$ cat src/hw/rtl/assert_macros.svh
// ----------------------------------------------------------------------------
// Assertion macros
// Shared concurrent assertion wrappers, clocked on clk, quiet while arst_n is low.
// ----------------------------------------------------------------------------
`ifndef ASSERT_MACROS_SVH
`define ASSERT_MACROS_SVH

// Property that must hold in the same cycle as its condition.
`define BLMP_ASSERT_IMPL(lbl, ante, cons, msg) \
	lbl: assert property (@(posedge clk) disable iff (!arst_n) (ante) |-> (cons)) \
		else $error(msg);

// Property that must hold in the cycle after its condition.
`define BLMP_ASSERT_NEXT(lbl, ante, cons, msg) \
	lbl: assert property (@(posedge clk) disable iff (!arst_n) (ante) |=> (cons)) \
		else $error(msg);

// Property that must hold at every clock edge.
`define BLMP_ASSERT_ALWAYS(lbl, prop, msg) \
	lbl: assert property (@(posedge clk) disable iff (!arst_n) (prop)) \
		else $error(msg);

`endif

$ cat src/hw/rtl/blmp_pkg.sv
// ----------------------------------------------------------------------------
// blmp_pkg
// Types, codes and helper functions of the BLE MIDI packet event parser.
// ----------------------------------------------------------------------------
package blmp_pkg;

	// Field widths of the stream payloads.
	localparam int unsigned BYTE_W   = 8;
	localparam int unsigned CHSEL_W  = 5;
	localparam int unsigned KIND_W   = 3;
	localparam int unsigned BEND_W   = 16;
	localparam int unsigned EVENT_W  = KIND_W + CHSEL_W + 2 * BYTE_W + BEND_W;

	// Offset that centers the 14-bit pitch bend value on zero.
	localparam logic [BEND_W-1:0] BEND_CENTER = 16'd8192;

	// Upper status nibbles of the channel messages.
	localparam logic [3:0] ST_NOTE_OFF = 4'h8;
	localparam logic [3:0] ST_NOTE_ON  = 4'h9;
	localparam logic [3:0] ST_CONTROL  = 4'hB;
	localparam logic [3:0] ST_PROGRAM  = 4'hC;
	localparam logic [3:0] ST_PRESSURE = 4'hD;
	localparam logic [3:0] ST_BEND     = 4'hE;

	// Parser phases.
	typedef enum logic [2:0] {
		PH_WAIT_HEADER = 3'd0,
		PH_CANDIDATE   = 3'd1,
		PH_HELD        = 3'd2,
		PH_DISCARD     = 3'd3,
		PH_FIRST       = 3'd4,
		PH_SECOND      = 3'd5,
		PH_PROGRAM     = 3'd6
	} phase_t;

	// Event kinds on the result stream.
	typedef enum logic [KIND_W-1:0] {
		EV_NOTE_OFF = 3'd0,
		EV_NOTE_ON  = 3'd1,
		EV_CONTROL  = 3'd2,
		EV_PROGRAM  = 3'd3,
		EV_BEND     = 3'd4
	} kind_t;

	// Phase and skip count chosen by a status byte.
	typedef struct packed {
		phase_t     phase;
		logic [1:0] disc;
	} start_t;

	// One parsed event with its strobe.
	typedef struct packed {
		logic                     valid;
		kind_t                    kind;
		logic [CHSEL_W-1:0]       channel;
		logic [BYTE_W-1:0]        first_data;
		logic [BYTE_W-1:0]        second_data;
		logic signed [BEND_W-1:0] bend_value;
	} evt_t;

	// Decide where a message goes once its status byte is known.
	function automatic start_t start_message(input logic [BYTE_W-1:0] s,
			input logic [CHSEL_W-1:0] chsel);
		start_t             r;
		logic [CHSEL_W-1:0] ch;
		ch = {1'b0, s[3:0]} + 5'd1;
		r.phase = PH_DISCARD;
		r.disc = 2'd1;
		if (chsel != '0 && ch != chsel) begin
			r.disc = (s[7:4] == ST_PROGRAM || s[7:4] == ST_PRESSURE) ? 2'd1 : 2'd2;
		end else begin
			case (s[7:4])
				ST_NOTE_OFF, ST_NOTE_ON, ST_CONTROL, ST_BEND: begin
					r.phase = PH_FIRST;
				end
				ST_PROGRAM: begin
					r.phase = PH_PROGRAM;
				end
				default: begin
					r.phase = PH_DISCARD;
				end
			endcase
		end
		return r;
	endfunction

endpackage

$ cat src/hw/rtl/blmp_parser.sv
// ----------------------------------------------------------------------------
// blmp_parser
// Parse state of the packet and the event formed by the current byte.
// ----------------------------------------------------------------------------
`include "assert_macros.svh"

module blmp_parser (
	input  logic                             clk,
	input  logic                             arst_n,
	input  logic                             cfg_wr_en,
	input  logic [blmp_pkg::CHSEL_W-1:0]     cfg_wr_data,
	input  logic                             en,
	input  logic [blmp_pkg::BYTE_W-1:0]      byte_in,
	input  logic                             start_in,
	output blmp_pkg::evt_t                   evt
);

	blmp_pkg::phase_t                phase_q, phase_d;
	logic [blmp_pkg::BYTE_W-1:0]     held_q, held_d;
	logic [1:0]                      ts_q, ts_d;
	logic [blmp_pkg::BYTE_W-1:0]     status_q, status_d;
	logic [blmp_pkg::BYTE_W-1:0]     saved_q, saved_d;
	logic [1:0]                      disc_q, disc_d;
	logic [blmp_pkg::CHSEL_W-1:0]    chsel_q;

	blmp_pkg::start_t                st_held;
	blmp_pkg::start_t                st_byte;
	logic                            do_body;
	blmp_pkg::phase_t                body_phase;
	logic [blmp_pkg::BYTE_W-1:0]     body_status;
	logic [1:0]                      body_disc;
	logic [1:0]                      ts_inc;
	logic [1:0]                      disc_dec;
	logic [14:0]                     bend_raw;

	// Channel filter register.
	always_ff @(posedge clk or negedge arst_n) begin
		if (!arst_n) begin
			chsel_q <= '0;
		end else if (cfg_wr_en) begin
			chsel_q <= cfg_wr_data;
		end
	end

	assign st_held = blmp_pkg::start_message(held_q, chsel_q);
	assign st_byte = blmp_pkg::start_message(byte_in, chsel_q);
	assign ts_inc = ts_q + 2'd1;

	// Work out which message phase the current byte is a body byte of.
	// A held byte followed by a plain byte is the status of that message.
	always_comb begin
		do_body = 1'b0;
		body_phase = phase_q;
		body_status = status_q;
		body_disc = disc_q;
		case (phase_q)
			blmp_pkg::PH_WAIT_HEADER, blmp_pkg::PH_CANDIDATE: begin
				do_body = 1'b0;
			end
			blmp_pkg::PH_HELD: begin
				if (!byte_in[7]) begin
					do_body = 1'b1;
					body_phase = st_held.phase;
					body_status = held_q;
					if (st_held.phase == blmp_pkg::PH_DISCARD) begin
						body_disc = st_held.disc;
					end
				end
			end
			default: begin
				do_body = 1'b1;
			end
		endcase
		if (start_in) begin
			do_body = 1'b0;
		end
	end

	assign disc_dec = (body_disc != 2'd0) ? body_disc - 2'd1 : body_disc;

	// Next state.
	always_comb begin
		phase_d = phase_q;
		held_d = held_q;
		ts_d = ts_q;
		status_d = status_q;
		saved_d = saved_q;
		disc_d = disc_q;
		if (start_in) begin
			phase_d = blmp_pkg::PH_CANDIDATE;
			ts_d = 2'd0;
			held_d = '0;
			disc_d = 2'd0;
		end else if (do_body) begin
			status_d = body_status;
			disc_d = body_disc;
			case (body_phase)
				blmp_pkg::PH_DISCARD: begin
					disc_d = disc_dec;
					if (disc_dec == 2'd0) begin
						phase_d = blmp_pkg::PH_CANDIDATE;
						ts_d = 2'd0;
					end else begin
						phase_d = blmp_pkg::PH_DISCARD;
					end
				end
				blmp_pkg::PH_FIRST: begin
					saved_d = byte_in;
					phase_d = blmp_pkg::PH_SECOND;
				end
				blmp_pkg::PH_SECOND, blmp_pkg::PH_PROGRAM: begin
					phase_d = blmp_pkg::PH_CANDIDATE;
					ts_d = 2'd0;
				end
				default: begin
					phase_d = body_phase;
				end
			endcase
		end else begin
			case (phase_q)
				blmp_pkg::PH_CANDIDATE: begin
					if (ts_q >= 2'd2 || !byte_in[7]) begin
						status_d = byte_in;
						phase_d = st_byte.phase;
						if (st_byte.phase == blmp_pkg::PH_DISCARD) begin
							disc_d = st_byte.disc;
						end
					end else begin
						held_d = byte_in;
						phase_d = blmp_pkg::PH_HELD;
					end
				end
				blmp_pkg::PH_HELD: begin
					// Two high bytes in a row: the earlier one was a timestamp.
					ts_d = ts_inc;
					if (ts_inc >= 2'd2) begin
						status_d = byte_in;
						phase_d = st_byte.phase;
						if (st_byte.phase == blmp_pkg::PH_DISCARD) begin
							disc_d = st_byte.disc;
						end
					end else begin
						held_d = byte_in;
					end
				end
				default: begin
					phase_d = phase_q;
				end
			endcase
		end
	end

	assign bend_raw = {byte_in, 7'd0} | {7'd0, saved_q};

	// Event formed by the last data byte of a message.
	always_comb begin
		evt.valid = 1'b0;
		evt.kind = blmp_pkg::EV_BEND;
		evt.channel = {1'b0, body_status[3:0]} + 5'd1;
		evt.first_data = '0;
		evt.second_data = '0;
		evt.bend_value = '0;
		if (do_body) begin
			case (body_phase)
				blmp_pkg::PH_SECOND: begin
					evt.valid = 1'b1;
					evt.first_data = saved_q;
					evt.second_data = byte_in;
					case (body_status[7:4])
						blmp_pkg::ST_NOTE_ON: begin
							evt.kind = (byte_in == '0) ? blmp_pkg::EV_NOTE_OFF
								: blmp_pkg::EV_NOTE_ON;
						end
						blmp_pkg::ST_NOTE_OFF: begin
							evt.kind = blmp_pkg::EV_NOTE_OFF;
						end
						blmp_pkg::ST_CONTROL: begin
							evt.kind = blmp_pkg::EV_CONTROL;
						end
						default: begin
							evt.kind = blmp_pkg::EV_BEND;
							evt.first_data = '0;
							evt.second_data = '0;
							evt.bend_value = $signed({1'b0, bend_raw} - blmp_pkg::BEND_CENTER);
						end
					endcase
				end
				blmp_pkg::PH_PROGRAM: begin
					evt.valid = 1'b1;
					evt.kind = blmp_pkg::EV_PROGRAM;
					evt.first_data = byte_in;
				end
				default: begin
					evt.valid = 1'b0;
				end
			endcase
		end
	end

	// State registers, advanced once per consumed byte.
	always_ff @(posedge clk or negedge arst_n) begin
		if (!arst_n) begin
			phase_q <= blmp_pkg::PH_WAIT_HEADER;
			held_q <= '0;
			ts_q <= 2'd0;
			status_q <= '0;
			saved_q <= '0;
			disc_q <= 2'd0;
		end else if (en) begin
			phase_q <= phase_d;
			held_q <= held_d;
			ts_q <= ts_d;
			status_q <= status_d;
			saved_q <= saved_d;
			disc_q <= disc_d;
		end
	end

	`BLMP_ASSERT_ALWAYS(a_ts_range, ts_q != 2'd3, "timestamp count out of range")
	`BLMP_ASSERT_IMPL(a_discard_count, phase_q == blmp_pkg::PH_DISCARD, disc_q != 2'd0,
		"discard phase with nothing left to skip")
	`BLMP_ASSERT_NEXT(a_header_restart, en && start_in,
		phase_q == blmp_pkg::PH_CANDIDATE && ts_q == 2'd0,
		"header byte did not restart message parsing")

endmodule

$ cat src/hw/rtl/ble_midi_packet_event_parser.sv
// ----------------------------------------------------------------------------
// ble_midi_packet_event_parser
// Stream front end: input register, parser and registered event output.
// ----------------------------------------------------------------------------
// The block takes one byte of a BLE MIDI packet per transfer, with tuser set
// on the packet header, and returns one 40-bit event transfer for each complete
// note on, note off, control change, program change or pitch bend message.
// It takes one byte every clock cycle while the input does not stall; a byte
// is captured in the input register, and its event is loaded from there into
// the output register when the input register advances. The input only
// stalls while an event is waiting in the full output register and the byte
// in the input register would produce another one. The channel filter
// register is written through cfg_wr_en and cfg_wr_data; the user must write
// it only while no bytes are in flight, the block itself does not enforce it.
`include "assert_macros.svh"

module ble_midi_packet_event_parser (
	input  logic                                 clk,
	input  logic                                 arst_n,
	input  logic                                 cfg_wr_en,
	input  logic [blmp_pkg::CHSEL_W-1:0]         cfg_wr_data,
	input  logic                                 s_axis_tvalid,
	output logic                                 s_axis_tready,
	input  logic [blmp_pkg::BYTE_W-1:0]          s_axis_tdata,   // data_byte
	input  logic                                 s_axis_tuser,   // packet_start
	output logic                                 m_axis_tvalid,
	input  logic                                 m_axis_tready,
	// event_kind[2:0], channel_number[7:3], first_data[15:8],
	// second_data[23:16], bend_value[39:24]
	output logic [blmp_pkg::EVENT_W-1:0]         m_axis_tdata
);

	logic                            valid_s1;
	logic [blmp_pkg::BYTE_W-1:0]     byte_s1;
	logic                            start_s1;
	logic                            out_valid_q;
	logic [blmp_pkg::EVENT_W-1:0]    out_data_q;
	logic                            out_free;
	logic                            adv;
	blmp_pkg::evt_t                  evt;

	// The input register moves on unless its event finds the output full.
	assign out_free = !out_valid_q || m_axis_tready;
	assign adv = valid_s1 && (!evt.valid || out_free);
	assign s_axis_tready = !valid_s1 || adv;

	// Input register.
	always_ff @(posedge clk or negedge arst_n) begin
		if (!arst_n) begin
			valid_s1 <= 1'b0;
		end else if (s_axis_tready) begin
			valid_s1 <= s_axis_tvalid;
		end
	end

	always_ff @(posedge clk) begin
		if (s_axis_tready && s_axis_tvalid) begin
			byte_s1 <= s_axis_tdata;
			start_s1 <= s_axis_tuser;
		end
	end

	blmp_parser u_parser (
		.clk         (clk),
		.arst_n      (arst_n),
		.cfg_wr_en   (cfg_wr_en),
		.cfg_wr_data (cfg_wr_data),
		.en          (adv),
		.byte_in     (byte_s1),
		.start_in    (start_s1),
		.evt         (evt)
	);

	// Output register.
	always_ff @(posedge clk or negedge arst_n) begin
		if (!arst_n) begin
			out_valid_q <= 1'b0;
		end else if (adv && evt.valid) begin
			out_valid_q <= 1'b1;
		end else if (m_axis_tready) begin
			out_valid_q <= 1'b0;
		end
	end

	always_ff @(posedge clk) begin
		if (adv && evt.valid) begin
			out_data_q <= {evt.bend_value, evt.second_data, evt.first_data,
				evt.channel, evt.kind};
		end
	end

	assign m_axis_tvalid = out_valid_q;
	assign m_axis_tdata = out_data_q;

	`BLMP_ASSERT_NEXT(a_event_loaded, adv && evt.valid, m_axis_tvalid,
		"parsed event did not reach the output register")
	`BLMP_ASSERT_IMPL(a_stall_cause, !s_axis_tready, out_valid_q && !m_axis_tready && evt.valid,
		"input stalled without a blocked event")
	`BLMP_ASSERT_NEXT(a_s1_hold, valid_s1 && !adv,
		valid_s1 && $stable(byte_s1) && $stable(start_s1),
		"stalled byte lost from the input register")

endmodule

$ cat config.mk
export PLATFORM = sky130hd
export DESIGN_NAME = ble_midi_packet_event_parser
export DESIGN_NICKNAME = d
export VERILOG_FILES = /design/src/hw/rtl/blmp_pkg.sv /design/src/hw/rtl/blmp_parser.sv /design/src/hw/rtl/ble_midi_packet_event_parser.sv
export VERILOG_INCLUDE_DIRS = /design/src /design/src/hw/rtl
export SDC_FILE = /design/constraint.sdc
export NUM_CORES = 1
export LEC_CHECK = 0
export BUFFER_PORTS_ARGS = -buffer_cell sky130_fd_sc_hd__buf_2
export CORE_MARGIN = 2
export CORE_UTILIZATION = 35
export DETAILED_ROUTE_END_ITERATION = 10
export HOLD_SLACK_MARGIN = 0.02
export MAX_ROUTING_LAYER = met4
export PLACE_DENSITY_LB_ADDON = 0.2
export SYNTH_ARGS = -nofsm -noshare
export SYNTH_HDL_FRONTEND = slang
export SYNTH_SLANG_ARGS = --single-unit
export TNS_END_PERCENT = 5
$ cat constraint.sdc
create_clock -name clk -period 8.7 [get_ports clk]
set_input_delay 0.87 -clock clk [delete_from_list [all_inputs] [get_ports clk]]
set_output_delay 0.87 -clock clk [all_outputs]
set_load 0.03 [all_outputs]
Word-level counts from Yosys, hierarchy flattened:

Cells that the tools add are included.
Widths: inputs -> output; s select.

* flip-flop bits (word level): 87
* word-level logic and storage cells: 155

* add/subtract/negate cells: 6
* $lt $le $gt $ge: 2
* equality and inequality tests: 34
* mux-type cells: 56
* bitwise logic cells: 4
* reduce and logical (&&, ||, !) cells: 38

Operator list (number)
* $mux 8: 9
* $eq 4x4->1 const B: 15
* $pmux 8 s2: 3
* $mux 2: 19
* $mux 32: 1
* $mux 3: 8
* $pmux 3 s2: 4
* $pmux 3 s3: 2
* $sub 15x14->16 const B: 1
* $add 4x1->5 const B: 3
* $or 15x8->15: 1
* $eq 3x2->1 const B: 4
* $reduce_and 4->1: 3
* $ne 5x5->1: 2
* $reduce_and 5->1: 2
* $eq 3x3->1 const B: 3
* $reduce_bool 3->1: 3
* $logic_not 8->1: 1
* $ne 4x2->1 const B: 2
* $ne 4x4->1 const B: 2
* $pmux 2 s2: 2
* $reduce_or 4->1: 2
* $logic_or 1x1->1: 6
* $mux 1: 6
* other kinds (21): 36

Depth between registers and ports, before layout:

Gate-level depths: netlist of the first run.

* word-level depth: 15
* mapped depth: 10

Cells and area by module:

From an unflattened synthesis of the first run, not the netlist that was laid out.

* cells, all modules: 381
* area, all modules: 4479.3 um^2

Modules (own cells, without submodules)
* blmp_parser: instances 1, cells an instance 322, area each 2901.5 um^2
* ble_midi_packet_event_parser: instances 1, cells an instance 59, area each 1577.8 um^2

Least setup slack after synthesis of the first run:

No wires, ideal clock.

* path kind: register to register
* start: register u_parser.phase_q[0]
* end: register out_data_q, in the netlist m_axis_tdata[0] (enable)
* setup time: 0.438 ns
* data arrival time: 4.089 ns
* required time: 8.262 ns
* setup slack: 4.174 ns
* stages on the path, launching flop included: 10
* cells stage by stage: dfrtp_1 -> or3b_4 -> nand2b_1 -> buf_4 -> o41a_1 -> a31oi_4 -> nor3_2 -> nor2_1 -> nand2_1 -> nor2_1

* word-level cells in the longest chain between the ends: 10

Ends and longest elaborated chain
* start, declared: RTL line blmp_parser.sv:18 `blmp_pkg::phase_t phase_q, phase_d;`
* start signal, assigned: RTL line blmp_parser.sv:203 `phase_q <= blmp_pkg::PH_WAIT_HEADER;`
* start signal, assigned: RTL line blmp_parser.sv:210 `phase_q <= phase_d;`
* $eq 3x2->1 / $mux 3 (equally long branches): RTL line blmp_parser.sv:56, blmp_parser.sv:61
* $mux 3: RTL line blmp_parser.sv:56 `case (phase_q)`
* $eq 3x3->1: RTL line blmp_parser.sv:164 `case (body_phase)`
* $reduce_or 2->1 (no source line)
* $mux 1: RTL line blmp_parser.sv:164
* $mux 4 *: RTL line blmp_parser.sv:163 `if (do_body) begin`
* $logic_not 1->1: RTL line ble_midi_packet_event_parser.sv:44 `assign adv = valid_s1 && (!evt.valid || out_free);`
* $logic_or 1x1->1: RTL line ble_midi_packet_event_parser.sv:44
* $logic_and 1x1->1: RTL line ble_midi_packet_event_parser.sv:44
* $logic_and 1x1->1 *: RTL line ble_midi_packet_event_parser.sv:86 `if (adv && evt.valid) begin`
* end signal, assigned: RTL line ble_midi_packet_event_parser.sv:87 `out_data_q <= {evt.bend_value, evt.second_data, evt.first_data,`
* end, declared: RTL line ble_midi_packet_event_parser.sv:37 `logic [blmp_pkg::EVENT_W-1:0] out_data_q;`

Every way passes the cells marked *; elsewhere a longest branch is shown, timed or not.
A chain may end at the register's enable or synchronous reset.

Worst setup path after layout of the first run:

* start: register u_parser.phase_q[1]
* end: output s_axis_tready

* word-level cells in the longest chain between the ends: 10

Ends and longest elaborated chain
* $eq 3x2->1 / $mux 3 (equally long branches): RTL line blmp_parser.sv:56, blmp_parser.sv:61
* $mux 3: RTL line blmp_parser.sv:56
* $eq 3x3->1: RTL line blmp_parser.sv:164
* $reduce_or 2->1 (no source line)
* $mux 1: RTL line blmp_parser.sv:164
* $mux 4 *: RTL line blmp_parser.sv:163
* $logic_not 1->1 *: RTL line ble_midi_packet_event_parser.sv:44
* $logic_or 1x1->1 *: RTL line ble_midi_packet_event_parser.sv:44
* $logic_and 1x1->1 *: RTL line ble_midi_packet_event_parser.sv:44
* $logic_or 1x1->1 *: RTL line ble_midi_packet_event_parser.sv:45 `assign s_axis_tready = !valid_s1 || adv;`
* end, declared: RTL line ble_midi_packet_event_parser.sv:23 `output logic s_axis_tready,`

Marked as above.

==> run metrics, run 1 <==
die width 117 µm; Hold Crit Start u_parser.disc_q[0]$_DFFE_PN0P_; Total GRT Usage 0.184; die area 13,600 µm²; RSZ-0062 raised after global routing false; fraction of final layout cells sized beyond drive strength 1 0.249; hold path depth 1; 1st-iter DRT viols 218; Overall Power 0.00127 W; Area Overhead vs Synth 16.8%; worst r2r path cells 8; fmax 0.230 GHz; Die Height 117 µm; root buf cell clkbuf_16; global-route wire length before repair 17,900 µm; met1 global-route usage 0.239; PostCTS Resize Cnt 0; Simple-Gate Fraction of Synth Area 0.167; worst hold-check path type flop to flop; ant diodes 0; port bufs 60; synth top area cells edfxtp_1, dfrtp_1, mux2_2, nor2_1, o21ai_0; Nets 470; crit path from u_parser.phase_q[1]$_DFFE_PN0P_; Critical Path Source Type flop; Design Area, Final 5190 µm²; peak supply drop 0.133 mV; detailed-placement wirelength estimate 7980 µm; CP max FO 11; final hold violations 0; Seq cells post-synth 87; effective utilization at floorplan 0.355; Max Cap Viol 0; # rows 41; met3 usage 0.0488; Routed Wire Length 11,300 µm; period utilization 0.500; multiplexer share of the synthesized area 0.0541; worst relative slew slack 0.281; post-synthesis compound-gate area fraction 0.161; ANT nets after route 0; critical register-to-register path startpoint u_parser.phase_q[1]$_DFFE_PN0P_; WL per Instance 18.2 µm; drt drc 0; largest net degree at the start of global routing 41; Setup Skew 0.00940 ns; top-area cell type share of the netlist area 0.331; Hold Buf Count CTS 0; Max Buffers Root-to-Sink 2; Top Ports 61; Finish-stage setup viols 0; post-synthesis sequential area ratio 0.546; EDFF count, synth 49; asr flop ratio synth 0.437; Fill cells 1,255; PwrDens 245 nW/µm²; status finished, final reports clean; Post-Syn Nets 416; fin. max-slew vios 0; htree depth 3; Netlist Area Pre-Place 4440 µm²; total grt overflow 0; CP Class flop to primary output; DRT Pass-1 Iters 4; fin crit period 4.35 ns; post-synthesis cell count 390; core area 12,500 µm²; Num CTS Buffers 9; RePlAce Congestion 0.934; cell taking the most area after synthesis edfxtp_1; vias 3,260; largest family of logic cells by synthesized area simple AND/OR/NAND/NOR gates; Final TNS setup 0 ns; Mapped Avg Cell Area 11.4 µm²; post-CTS setup repair buffer count 0; CTS tree done; GR Layer Usage met2 0.285; most frequent cells after synthesis edfxtp_1, dfrtp_1, nor2_1; worst-margin pin slew 1.08 ns; initial antenna violation count 0; critical path data required time 7.83 ns; Pleak 2.03 nW; routed vias/inst 5.25; clk sinks 87; cell with the most instances after synthesis edfxtp_1; adder-cell area share of the yosys netlist 0.0197; Skew-Pair Late Insertion Delay 0.35 ns; Worst Setup End Kind primary output; Main synth FF type edfxtp_1; CTS clock-pin slew for the worst setup and hold paths 0.07 ns; Worst EP arrival 3.48 ns; number of global-route vias before repair 3,239; multi-input logic area 1900 µm²; WHS 0.502 ns; DP Area 4890 µm²; xor/xnor share of the synthesized area 0.0237; register area 2420 µm²; busiest grt layer met2; Synth Warn # 0; synth unique cells 60
## per-stage QoR
step | utilization | setup WS [ns] | cells
finish | 0.414 | 4.35 | 621
global placement | 0.391 | 4.49 | 605
global route | 0.414 | 4.07 | 621
detailed placement | 0.391 | 4.37 | 605
CTS | 0.414 | 4.36 | 621
floorplan | - | 4.17 | 390
## cells by family (layout without fill, tap and decap cells)
group / after synthesis / after routing
and+or+nand+nor: 136 / 136
AOI/OAI and AO/OA: 95 / 95
DFF: 87 / 87
xor gates and xnor gates: 12 / 12
adders and majority gates: 7 / 7
muxes: 22 / 22
buffers and inverters: 31 / 90
## cell usage in the layout (no fill, tap or decap), types with 4 or more instances in the layout
| cell | count |
|---|---|
| edfxtp_1 | 49 |
| a211oi_1 | 4 |
| and2_1 | 15 |
| nor2b_1 | 7 |
| mux2i_1 | 6 |
| nand3_1 | 6 |
| a21oi_1 | 12 |
| o21ai_0 | 24 |
| dfrtp_1 | 38 |
| a2bb2oi_1 | 5 |
| xnor2_1 | 10 |
| nand2b_1 | 8 |
| ha_1 | 7 |
| nand2_1 | 24 |
| clkbuf_16 | 9 |
| nor3_1 | 8 |
| buf_2 | 60 |
| o31ai_1 | 4 |
| o31ai_2 | 5 |
| mux2_2 | 16 |
| nor2_1 | 33 |
| a22oi_1 | 9 |
| and3_1 | 12 |
| inv_1 | 13 |
## path summary, 6_finish.rpt
check                           slack, ns                          endpoint
worst max-delay path                 4.35                     s_axis_tready
worst min-delay path                 0.50    u_parser.disc_q[0]$_DFFE_PN0P_
worst max register to register       4.36    m_axis_tdata[20]$_SDFFCE_PN0P_
worst min register to register       0.50    u_parser.disc_q[0]$_DFFE_PN0P_
max in group asynchronous            7.43   u_parser.phase_q[2]$_DFFE_PN0P_
min in group asynchronous            0.66  u_parser.status_q[6]$_DFFE_PN0P_
## metal layers
layer,vias up,part of all wire
met5,-,0
met4,0,0.011
met3,8,0.054
met2,92,0.46
met1,1614,0.47
li1,1546,-
## flip-flops by register name, summed over array words and instances, names as in the netlist
signal             flops
start_s1               1
u_parser.chsel_q       5
m_axis_tvalid          1
u_parser.phase_q       3
u_parser.disc_q        2
valid_s1               1
u_parser.ts_q          2
m_axis_tdata          40
u_parser.status_q      8
byte_s1                8
u_parser.saved_q       8
u_parser.held_q        8
## where the power goes
group	leakage [nW]	switching, W	internal [W]	total (W)
Sequential	0.918	0.0000724	0.000509	0.000581
Clock	0.142	0.000165	0.000223	0.000388
Combinational	0.971	0.000175	0.000128	0.000303
## cell type report
cell class | count | share of cell area
Inverter | 13 | 0.00941
Tap cell | 172 | 0.0415
Sequential cell | 87 | 0.467
Clock inverter | 7 | 0.0138
Timing Repair Buffer | 61 | 0.0593
Clock buffer | 9 | 0.0434
Multi-Input combinational cell | 272 | 0.366
## worst max-delay path, cell delays in order, from the launching register on
cell	delay, ns
dfrtp_1	0.57
or3b_4	0.45
nand2b_1	0.33
o41a_1	0.52
a31oi_4	0.34
nor3_2	0.13
nor2_1	0.30
nand4_1	0.25
buf_2	0.25
No activity file was read; power rests on OpenSTA's default activity.
==> run 2, diff against run 1 <==
clock period = 4.6 ns   (was 8.7 ns; I/O delays follow)
==> run metrics, run 2 (synthesis gave the netlist of run 1 again) <==
status finished, final reports clean; Hold Buf Count CTS 0 (unchanged); worst relative slew slack 0.400 (+0.118); die area 13,600 µm² (unchanged); root buf cell clkbuf_16; critical register-to-register path startpoint u_parser.phase_q[1]$_DFFE_PN0P_; dpl cells 608 (+0.50%); DRT Pass-1 Iters 4 (unchanged); commonest non-fill, non-tap cell in the layout buf_2; vias 3,257 (-0.092%); worst path bufs/invs 1 (unchanged); critical path data required time 4.58 ns (-3.25 ns); ANT nets after route 0 (unchanged); # rows 41 (unchanged); global-route wire length before repair 17,800 µm (about the same); fraction of final layout cells sized beyond drive strength 1 0.259 (+0.00941); number of global-route vias before repair 3,185 (-1.7%); peak supply drop 0.199 mV (+50%); Num CTS Buffers 9 (unchanged); core area 12,500 µm² (unchanged); Setup Skew 0.00980 ns (+0.000399 ns); critical path, cell by cell or3b_4 -> nand2b_1 -> o41a_1 -> a31oi_4 -> nor3_2 -> nor2_1 -> nand2_1 -> nor2_4 -> buf_4; CP Class flop to flop; CP Depth 9 (+1); CTS clock-pin slew for the worst setup and hold paths 0.07 ns (about the same); fin. max-slew vios 0 (unchanged); initial antenna violation count 1 (+1); RePlAce Congestion 0.906 (-3.0%); flop2flop setup slack 0.60 ns (-3.76 ns); 1st-iter DRT viols 258 (+18%); clk sinks 87 (unchanged); Worst Setup End Kind flop; worst r2r path cells 9 (+1); fin crit period 4.00 ns; drt drc 0 (unchanged); worst hold-check path type primary input to asynchronous set/reset pin; port bufs 60 (unchanged); Pleak 2.06 nW (+1.3%); post-CTS setup repair buffer count 0 (unchanged); CP peak stage delay 0.55 ns (-0.02 ns); Die Height 117 µm (unchanged); Overall Power 0.00244 W (+91%); worst-margin pin slew 0.900 ns (-0.175 ns); multi-input logic area 1900 µm² (unchanged); PwrDens 466 nW/µm² (+90%); Top Ports 61 (unchanged); CTS tree done; Fill cells 1,241 (-1.1%); final hold violations 0 (unchanged); fmax 0.250 GHz; die width 117 µm (unchanged); crit path from u_parser.phase_q[1]$_DFFE_PN0P_; max reg flops 40 (unchanged); WL per Instance 17.9 µm (-1.8%); Worst EP arrival 3.99 ns (+0.51 ns); total grt overflow 0 (unchanged); commonest non-fill, non-tap cells in the layout buf_2, edfxtp_1, dfrtp_1; effective utilization at floorplan 0.355 (unchanged); Max Buffers Root-to-Sink 2 (unchanged); Critical Path Source Type flop; period utilization 0.871; Routed Wire Length 11,200 µm (-1.2%); Max Cap Viol 0 (unchanged); PostCTS Resize Cnt 0 (unchanged); Nets 473 (+0.64%); detailed-placement wirelength estimate 8060 µm (+1.0%); Total GRT Usage 0.182 (-0.00129); Skew-Pair Late Insertion Delay 0.34 ns (about the same); CP max FO 40 (+29); register area 2420 µm² (unchanged); routed vias/inst 5.21 (-0.73%); htree depth 3 (unchanged); Final TNS setup 0 ns (unchanged); largest net degree at the start of global routing 41 (unchanged); CP max stage cell dfrtp_1; Largest delay share family, worst path simple AND/OR/NAND/NOR gates; Finish-stage setup viols 0 (unchanged); RSZ-0062 raised after global routing false; fin cells 625 (+0.64%); Area Overhead vs Synth 17.8%
==> run 2: changes by cell type in the layout (fill, tap and decap cells not counted), sizes merged <==
| cell | delta |
|---|---|
| buf | +3 |
| clkbuf | +1 |
| clkinv | -2 |
| diode | +1 |
| inv | +1 |
==> run 2: power breakdown <==
group	switching (W)	internal, W
clock network	0.000318	0.000444
logic	0.000332	0.000245
registers	0.000135	0.000962
total	0.000784	0.00165
==> run 2: area by class of cell <==
cell class / count / area share
multi-input cells: 272 / 0.363
clock inverters: 6 / 0.0144
well taps: 172 / 0.0412
flip-flops and latches: 87 / 0.463
clock buffers: 10 / 0.0457
inverters: 13 / 0.00933
diodes: 1 / 0.000479
repair buffers: 64 / 0.0632
==> run 2: final timing paths <==
path	endpoint
worst min register to register	u_parser.disc_q[0]$_DFFE_PN0P_
worst max register to register	m_axis_tdata[2]$_SDFFCE_PN1P_
min in group clk	start_s1$_DFFE_PP_
worst max-delay path	m_axis_tdata[2]$_SDFFCE_PN1P_
worst min-delay path	u_parser.status_q[6]$_DFFE_PN0P_
max in group asynchronous	u_parser.saved_q[2]$_DFFE_PN0P_
==> run 2: routing by layer <==
metal | track usage | vias up | wire length, µm
li1 | - | 1553 | -
met1 | 0.233 | 1595 | 5010
met2 | 0.288 | 99 | 5330
met3 | 0.0467 | 10 | 698
met4 | 0.0541 | 0 | 132
met5 | - | - | 0
==> run 2: metrics by stage <==
stage	setup slack (ns)	instance area, µm²	hold WS (ns)	util
after detailed placement	0.604	4910	0.497	0.392
final	0.595	5230	0.232	0.418
after floorplan	0.0738	4440	0.164	-
after global routing	0.344	5230	0.279	0.418
after CTS	0.585	5230	0.274	0.418
after global placement	0.701	4910	0.487	0.392
==> run 3, diff against run 2 <==
==> constraint.sdc (replaced) <==
create_clock -name clk -period 4.6 [get_ports clk]
set_input_delay 1.38 -clock clk [delete_from_list [all_inputs] [get_ports clk]]
set_output_delay 1.38 -clock clk [all_outputs]
set_load 0.03 [all_outputs]
==> run metrics, run 3 (synthesis gave the netlist of run 1 again) <==
peak supply drop 0.230 mV (+15%); DRT Pass-1 Iters 5 (+1); Fill cells 1,205 (-2.9%); hold path depth 1; Nets 478 (+1.1%); Area Overhead vs Synth 19.1%; worst relative slew slack 0.378 (-0.0221); DP Area 4950 µm² (+0.76%); WHS 0.515 ns (+0.282 ns); worst r2r path cells 10 (+1); clk sinks 87 (unchanged); WL per Instance 17.7 µm (-0.78%); final hold violations 0 (unchanged); Routed Wire Length 11,200 µm (-0.14%); Die Height 117 µm (unchanged); Design Area, Final 5290 µm² (+1.1%); Max Buffers Root-to-Sink 2 (unchanged); metal2 WL 5130 µm (-3.7%); port bufs 60 (unchanged); register area 2420 µm² (unchanged); die area 13,600 µm² (unchanged); vias 3,239 (-0.55%); routed wl met3 562 µm (-19%); Setup Skew 0.00926 ns (-0.000541 ns); detailed-placement wirelength estimate 7930 µm (-1.6%); routed vias/inst 5.15 (-1.2%); global-route wire length before repair 17,400 µm (-2.2%); htree depth 3 (unchanged); fmax 0.229 GHz (-8.3%); fin cells 629 (+0.64%); critical path data required time 3.22 ns (-1.36 ns); worst-margin pin slew 0.933 ns (+0.0331 ns); die width 117 µm (unchanged); CP Class flop to primary output; fraction of final layout cells sized beyond drive strength 1 0.267 (+0.00811); multi-input logic area 1900 µm² (unchanged); PwrDens 472 nW/µm² (+1.4%); Largest delay share family, worst path simple AND/OR/NAND/NOR gates; effective utilization at floorplan 0.355 (unchanged); number of global-route vias before repair 3,169 (-0.50%); CTS clock-pin slew for the worst setup and hold paths 0.06 ns (about the same); CP max FO 11 (-73%); commonest non-fill, non-tap cell in the layout buf_2; CTS tree done; fin crit period 4.37 ns (+0.363 ns); Hold Buf Count CTS 0 (unchanged); Pleak 2.10 nW (+1.9%); RSZ-0062 raised after global routing false; worst path bufs/invs 1 (unchanged); ant diodes 0 (-1); core area 12,500 µm² (unchanged); top routing layer in use met4; Final TNS setup 0 ns (unchanged); Setup WS pre-CTS 0.611 ns (+0.00661 ns); dpl cells 613 (+0.82%); commonest non-fill, non-tap cells in the layout buf_2, edfxtp_1, dfrtp_1; total grt overflow 0 (unchanged); Skew-Pair Late Insertion Delay 0.34 ns (about the same); Worst EP arrival 2.99 ns (-1.00 ns); RePlAce Congestion 0.866 (-4.4%); # rows 41 (unchanged); max reg flops 40 (unchanged); root buf cell clkbuf_16; PostCTS Resize Cnt 0 (unchanged); drt drc 0 (unchanged); 1st-iter DRT viols 206 (-20%); post-CTS setup repair buffer count 0 (unchanged); Worst Setup End Kind primary output; Finish-stage setup viols 0 (unchanged); ANT nets after route 0 (unchanged); Worst Setup Slack, final 0.232 ns (-0.363 ns); wl on met1 5180 µm (+3.5%); Total GRT Usage 0.179 (-0.00319); Max Cap Viol 0 (unchanged); CP peak stage delay 0.57 ns (+0.02 ns); largest net degree at the start of global routing 41 (unchanged); critical path, cell by cell or3b_4 -> nand2b_1 -> o41a_1 -> a31oi_4 -> nor3_2 -> nor2_1 -> nand4_1 -> buf_2; status finished, final reports clean; fin. max-slew vios 0 (unchanged); Critical Path Source Type flop; period utilization 0.949 (+0.0789); Top Ports 61 (unchanged); CP max stage cell dfrtp_1; worst hold-check path type flop to flop; CP Depth 8 (-1); initial antenna violation count 0 (-1); Num CTS Buffers 9 (unchanged)
## run 3: cell count changes in the layout (fill, tap and decap cells not counted)
cell and change:
inv_6 -2, clkinv_4 +1, inv_8 +1, bufinv_16 +1, buf_4 +5, clkinvlp_4 -1
diode_2 -1
## run 3: layout make-up
type	count	share of cell area
Clock inverter	6	0.0189
Inverter	13	0.00923
Multi-Input combinational cell	272	0.358
Timing Repair Buffer	69	0.0696
Tap cell	172	0.0407
Clock buffer	10	0.0452
Sequential cell	87	0.458
## run 3: per-layer routing
layer | vias to the layer above | global-route usage
li1 | 1556 | -
met5 | - | -
met1 | 1554 | 0.233
met3 | 17 | 0.0353
met4 | 0 | 0.0706
met2 | 112 | 0.278
## run 3: power breakdown
group | internal [W] | switching, W
Clock | 0.000500 | 0.000317
Combinational | 0.000254 | 0.000334
Sequential | 0.000962 | 0.000130
## run 3: worst paths after layout
path	from	endpoint	slack, ns
max	u_parser.phase_q[1]$_DFFE_PN0P_	s_axis_tready	0.23
max reg2reg	u_parser.phase_q[1]$_DFFE_PN0P_	m_axis_tdata[23]$_SDFFCE_PN0P_	0.86
min	u_parser.status_q[1]$_DFFE_PN0P_	u_parser.status_q[1]$_DFFE_PN0P_	0.51
min in group asynchronous	arst_n	u_parser.status_q[2]$_DFFE_PN0P_	1.19
min reg2reg	u_parser.status_q[1]$_DFFE_PN0P_	u_parser.status_q[1]$_DFFE_PN0P_	0.51
max in group asynchronous	arst_n	u_parser.held_q[6]$_DFFE_PN0P_	2.83
## run 3: stage by stage
step / total power, W / utilization
4_1_cts: 0.00252 / 0.423
5_1_grt: 0.00263 / 0.423
2_1_floorplan: 0.00151 / -
6_report: 0.00250 / 0.423
3_3_place_gp: 0.00169 / 0.395
3_5_place_dp: 0.00169 / 0.395
